## src/design/gws_pkg.sv

```systemverilog
`timescale 1ns / 1ps
// ----------------------------------------------------------------------------
// gws_pkg: shared types and constants of the gaussian window smoother
// widths of the payload fields, register indexes and reset weights
// ----------------------------------------------------------------------------
package gws_pkg;

   localparam int KERNEL_SIZE = 3;
   localparam int TAPS        = KERNEL_SIZE * KERNEL_SIZE;

   localparam int SAMPLE_W    = 16;
   localparam int WEIGHT_W    = 20;
   localparam int COLS_REG_W  = 11;
   localparam int ROWS_REG_W  = 16;
   localparam int ROW_CNT_W   = ROWS_REG_W + 1;
   localparam int PROD_W      = SAMPLE_W + WEIGHT_W;
   localparam int ROWSUM_W    = PROD_W + 2;
   localparam int SUM_W       = PROD_W + 4;
   localparam int FRAC_W      = 16;
   localparam int CSR_INDEX_W = 3;

   // register indexes on the csr port
   localparam logic [CSR_INDEX_W-1:0] REG_WEIGHT_CENTER = 3'd0;
   localparam logic [CSR_INDEX_W-1:0] REG_WEIGHT_EDGE   = 3'd1;
   localparam logic [CSR_INDEX_W-1:0] REG_WEIGHT_CORNER = 3'd2;
   localparam logic [CSR_INDEX_W-1:0] REG_IMAGE_COLS    = 3'd3;
   localparam logic [CSR_INDEX_W-1:0] REG_IMAGE_ROWS    = 3'd4;

   // command codes of the request word
   localparam logic CMD_SAMPLE = 1'b0;
   localparam logic CMD_FLUSH  = 1'b1;

   localparam logic [WEIGHT_W-1:0]   RESET_WEIGHT_CENTER = 20'd41721;
   localparam logic [WEIGHT_W-1:0]   RESET_WEIGHT_EDGE   = 20'd5646;
   localparam logic [WEIGHT_W-1:0]   RESET_WEIGHT_CORNER = 20'd764;
   localparam logic [COLS_REG_W-1:0] RESET_IMAGE_COLS    = 11'd1024;
   localparam logic [ROWS_REG_W-1:0] RESET_IMAGE_ROWS    = 16'd1024;

   typedef logic [SAMPLE_W-1:0] gws_sample_type;

   // tap t sits at row t / 3, column t % 3 of the window
   typedef logic [TAPS-1:0][SAMPLE_W-1:0] gws_window_type;

   // which neighbours of the centre pixel lie inside the image, and whether it is the last pixel
   typedef struct packed {
      logic top;
      logic bottom;
      logic left;
      logic right;
      logic last;
   } gws_bounds_type;

   typedef struct packed {
      logic [WEIGHT_W-1:0] center;
      logic [WEIGHT_W-1:0] side;
      logic [WEIGHT_W-1:0] corner;
   } gws_weights_type;

endpackage

```

## src/design/gws_position.sv

```systemverilog
`timescale 1ns / 1ps
// ----------------------------------------------------------------------------
// gws_position: raster position of the incoming word
// column and row counters, window centre bounds and end of image
// ----------------------------------------------------------------------------
module gws_position #(
   parameter int MAX_COLS = 1024,
   parameter int IDX_W    = 10
) (
   input  logic                            clock,
   input  logic                            reset,
   input  logic                            step,
   input  logic [gws_pkg::COLS_REG_W-1:0]  image_cols,
   input  logic [gws_pkg::ROWS_REG_W-1:0]  image_rows,
   output logic [IDX_W-1:0]                idx,
   output logic                            emit,
   output gws_pkg::gws_bounds_type         bounds
);
   import gws_pkg::*;

   localparam int CNT_W = $clog2(MAX_COLS + 1);

   logic [IDX_W-1:0]     col_ff, col_in;
   logic [ROW_CNT_W-1:0] row_ff, row_in;
   logic [CNT_W-1:0]     cols_eff, col_next, ccol;
   logic [ROW_CNT_W-1:0] rows_eff, crow;
   logic                 first_col;

   always_comb begin
      if (image_cols == '0) begin
         cols_eff = CNT_W'(1);
      end else if (32'(image_cols) > MAX_COLS) begin
         cols_eff = CNT_W'(MAX_COLS);
      end else begin
         cols_eff = CNT_W'(image_cols);
      end
      rows_eff = (image_rows == '0) ? ROW_CNT_W'(1) : ROW_CNT_W'(image_rows);
   end

   always_comb begin
      first_col = (col_ff == '0);
      col_next  = CNT_W'(col_ff) + CNT_W'(1);
      // centre of the window lags one row and one column, so at a row start it sits two rows back
      emit = first_col ? (row_ff >= ROW_CNT_W'(2)) : (row_ff >= ROW_CNT_W'(1));
      ccol = first_col ? (cols_eff - CNT_W'(1)) : (CNT_W'(col_ff) - CNT_W'(1));
      crow = first_col ? (row_ff - ROW_CNT_W'(2)) : (row_ff - ROW_CNT_W'(1));
      bounds.top    = (crow != '0);
      bounds.bottom = ((crow + ROW_CNT_W'(1)) < rows_eff);
      bounds.left   = (ccol != '0);
      bounds.right  = ((ccol + CNT_W'(1)) < cols_eff);
      bounds.last   = !bounds.bottom && !bounds.right;
   end

   always_comb begin
      if (col_next >= cols_eff) begin
         col_in = '0;
         row_in = row_ff + ROW_CNT_W'(1);
      end else begin
         col_in = col_next[IDX_W-1:0];
         row_in = row_ff;
      end
      if (emit && bounds.last) begin
         col_in = '0;
         row_in = '0;
      end
   end

   always_ff @(posedge clock) begin
      if (reset) begin
         col_ff <= '0;
         row_ff <= '0;
      end else if (step) begin
         col_ff <= col_in;
         row_ff <= row_in;
      end
   end

   assign idx = col_ff;

endmodule

```

## config.mk

```make
export PLATFORM = sky130hd
export DESIGN_NAME = gws_position
export DESIGN_NICKNAME = d
export VERILOG_FILES = /design/src/design/gws_pkg.sv /design/src/design/gws_position.sv
export SDC_FILE = /design/constraint.sdc
export NUM_CORES = 1
export LEC_CHECK = 0
export BUFFER_PORTS_ARGS = -buffer_cell sky130_fd_sc_hd__buf_2
export CORE_MARGIN = 1.5
export CORE_UTILIZATION = 60
export DETAILED_ROUTE_END_ITERATION = 8
export GPL_TIMING_DRIVEN = 0
export PLACE_DENSITY = 0.89
export SLEW_MARGIN = 20
export SYNTH_ARGS = -nofsm -noshare
export SYNTH_HDL_FRONTEND = slang
export SYNTH_SLANG_ARGS = --single-unit
```

## constraint.sdc

```tcl
create_clock -name clock -period 6 [get_ports clock]
set_input_delay 0 -clock clock [delete_from_list [all_inputs] [get_ports clock]]
set_output_delay 0 -clock clock [all_outputs]
set_load 0.1 [all_outputs]
```

==> implementation parameters <==
Parameter                              Value

Yosys
  Top cells by area, synth    ha_1 (14%), dfxtp_1 (12%), nand2_1 (5.8%), xnor2_1 (5.4%), xor2_1 (4.2%)
  Cells after synthesis    605
  Ranking of synthesized cells by instance count    nand2_1 (67), ha_1 (50), nor2_1 (47)
  Fraction of the yosys area taken by sequential cells    12.37%
  Dominant cell by count in the synthesized netlist    nand2_1
  Average instance area after synthesis    7.220 sq um
  Distinct cells, synth    70
  Number of enable-type register cells in the synthesized netlist    0
  Area share of the largest cell type after synthesis    14.32%
  Async set-reset flop share out of synthesis    0%
  Cell area after synthesis    4368 sq um
  Yosys warnings    0
  Syn nets    685
  Largest area contributor in the synthesized netlist    ha_1
  Primary flip-flop cell chosen by synthesis mapping    dfxtp_1
  Yosys reg bits    27

Finish
  Area taken by flip-flops and latches    543.0 sq um
  Fraction of layout instances using a drive strength above 1    16.34%
  Final std cell area, no fill    4885 sq um
  Area overhead of the layout relative to synthesis    11.83%
  Fillcell total    600
  Final antenna diode count    0
  Layout Cells excl Fill    751
  Area of the multi-input gates    3555 sq um
  Final-stage net count    736

Critical path
  Startpoint of the worst register-to-register path    idx[0]
  Worst Reg2Reg Path Length in Cells    22
  Worst setup path category    reg -> out
  Flop2flop setup slack    350 ps
  Terminus of the critical flop-to-flop path    row_ff[12]
  Data arrival time at the worst-slack endpoint    5750 ps
  Worst Setup End Kind    primary output
  CP Launch Type    register
  Critical Path RT    6000 ps
  Crit-path max FO    10

Clock network
  TritonCTS Sinks    27
  Maximum level of the CTS H-tree    1
  Worst-Skew Late Latency    270 ps
  Total CTS buffers    3
  TritonCTS clock tree    done
  Clock edge transition at the registers on the reported setup and hold paths    90 ps
  # hold bufs at CTS    0
  CTS Root Cell    clkbuf_8
  Clock buffer depth    2

Route
  Routed length per placed instance    17.75 microns
  Total iterations of the first detailed-routing run    8
  Post-route DRC violation count    0
  Drt initial violations    501
  Ratio of routed vias to standard cells    6.599
  Overall routed net length    13330 microns
  Antenna-violating nets left    0
  Total number of vias    4956

Timing
  Fin crit period    5754 ps
  Highest Clock Rate    0.1738 GHz
  RSZ-0062 raised after global routing    true
  Ratio of final minimum period to clock period    95.90%
  TNS Setup    0 ps
  Minimum hold slack    84.56 ps
  Actual transition at the worst max-transition pin    763.2 ps
  Worst slew margin relative to its limit    48.65%
  Worst Skew    6.090 ps
  Final slew viol count    0
  Final Hold Vio Count    0
  Final setup violation count    0

Worst hold path
  Hold Crit Start    reset
  Capture endpoint of the worst hold path    row_ff[7]
  Hold/Removal Path Class    in -> reg
  Hold Path Stages    3

Placed design
  Placed cell count    745
  Number of port buffers    44
  GPL Wtd Cong    0.9714
  Dpl hpwl    10330 microns
  Placed Instance Area    4712 sq um

Die
  Number of rows created at floorplan    30
  Die Y    88.32 microns
  Horiz. Die Dim    88.32 microns
  Core area    6907 sq um
  Area of the die    7800 sq um
  Number of primary I/O pins    46
  Initial cell density of the core    63.24%

Pwr
  Maximum vdd drop    0.2162 mV
  Logic gate share of total power    64.5%
  Leakage    2.047 nW
  Flop pwr share    22.6%
  Clock share of power    12.9%
  Power per unit of standard cell area    166.8 nW/um^2
  Internal portion of total power    0.0004203 W
  Switching part of the total power    48.41%
  Reported net switching power    0.0003944 W

Global routing
  Total global-route track usage    34.65%
  Largest net degree at the start of global routing    15
  Total congestion overflow after global routing    0
  Via count of the first global-routing pass    4797
  Wire length of the first global-routing pass    21610 microns
  Antenna violations before repair    0

Status
  Outcome    complete, no violations

Job
  Number of max-cap violations    0
[cell families after synthesis]
family,count (synthesis),synth area share [%]
xor+xnor,49,9.997
buf+inv,82,8.507
simple gates,249,29.73
compound gates,143,23.89
flops,27,12.37
mux,5,1.174
fa+ha+maj,50,14.32
[timing repair]
action                     in CTS  in global routing
pin swaps                       1                  2
gates resized for setup         5                 27
setup endpoints to repair       2                 29
buffers inserted                2                  0
[critical path, stage by stage, from the launching register on]
cell	delay, ps
dfxtp_2	390
inv_1	130
ha_1	180
nor3b_4	390
buf_4	200
a41oi_2	210
nor2_1	320
nor2_2	120
or3_1	400
nor3_2	260
nand2_1	120
a32oi_1	260
xnor2_1	100
ha_1	220
a2111o_1	410
a211oi_2	230
nand2_1	80
or4_1	520
a32oi_2	270
buf_6	190
buf_6	190
nor2_2	50
buf_4	230
[power groups by stage]
stage	sequential [W]	combinational, W	clock [W]
after floorplan	0.000195	0.000374	0
final	0.000184	0.000526	0.000105
after global routing	0.000184	0.000568	0.000113
after CTS	0.000184	0.000500	0.000105
after global placement	0.000188	0.000469	0
after detailed placement	0.000188	0.000489	0
[per-layer routing]
layer	vias up	share of wire, %	GRT usage, %
li1	2338	-	-
met3	66	7.7	5.597
met2	286	48	60.86
met1	2266	40	40.63
met4	0	4.2	17.76
met5	-	0	0
[cell usage in the layout, fill, tap and decap left out, types with 7 or more instances in the layout]
master,netlist,final
nand2_1,67,67
buf_2,9,51
ha_1,50,50
nor2_1,47,44
inv_1,38,38
a21oi_1,28,28
dfxtp_1,27,25
nor3_1,26,24
clkbuf_1,27,23
xnor2_1,27,23
nand3_1,22,22
xor2_1,21,21
o2111ai_1,16,16
o21ai_0,14,14
nor4_1,13,13
a31oi_1,12,12
nand4_1,12,12
o211ai_1,12,12
and3_1,11,11
or3_1,10,10
buf_6,6,7
or4_1,7,7
[through the flow]
step	utilization (%)	power, W	setup slack (ps)
3_3_place_gp	68.22	0.0006566	70.24
4_1_cts	69.37	0.0007880	54.60
6_report	70.72	0.0008148	246.0
3_5_place_dp	68.22	0.0006767	19.20
5_1_grt	70.72	0.0008650	-149.8
2_1_floorplan	-	0.0005696	108.0
[flip-flops by register name, indices dropped and copies added, names as in the netlist]
| name | cells |
|---|---|
| row_ff | 17 |
| idx | 10 |
[cell type report]
cell class | count | area share, %
buffer | 44 | 4.816
clock buffer | 4 | 0.9221
inverter | 38 | 2.920
multi-input combinational | 496 | 72.77
sequential | 27 | 11.12
tap | 96 | 2.459
timing repair buffer | 46 | 4.995
[how the worst max path moves through the flow]
stage | start | to | slack (ps) | cells past startpoint
after floorplan | idx[0] | row_ff[12] | 110 | 22
after global placement | row_ff[2] | bounds[3] | 70 | 21
after detailed placement | row_ff[2] | bounds[3] | 20 | 21
after CTS | idx[0] | bounds[0] | 50 | 21
after global routing | idx[0] | bounds[0] | -150 | 22
final | idx[0] | bounds[0] | 250 | 22
Power figures use the tool's default switching activity.
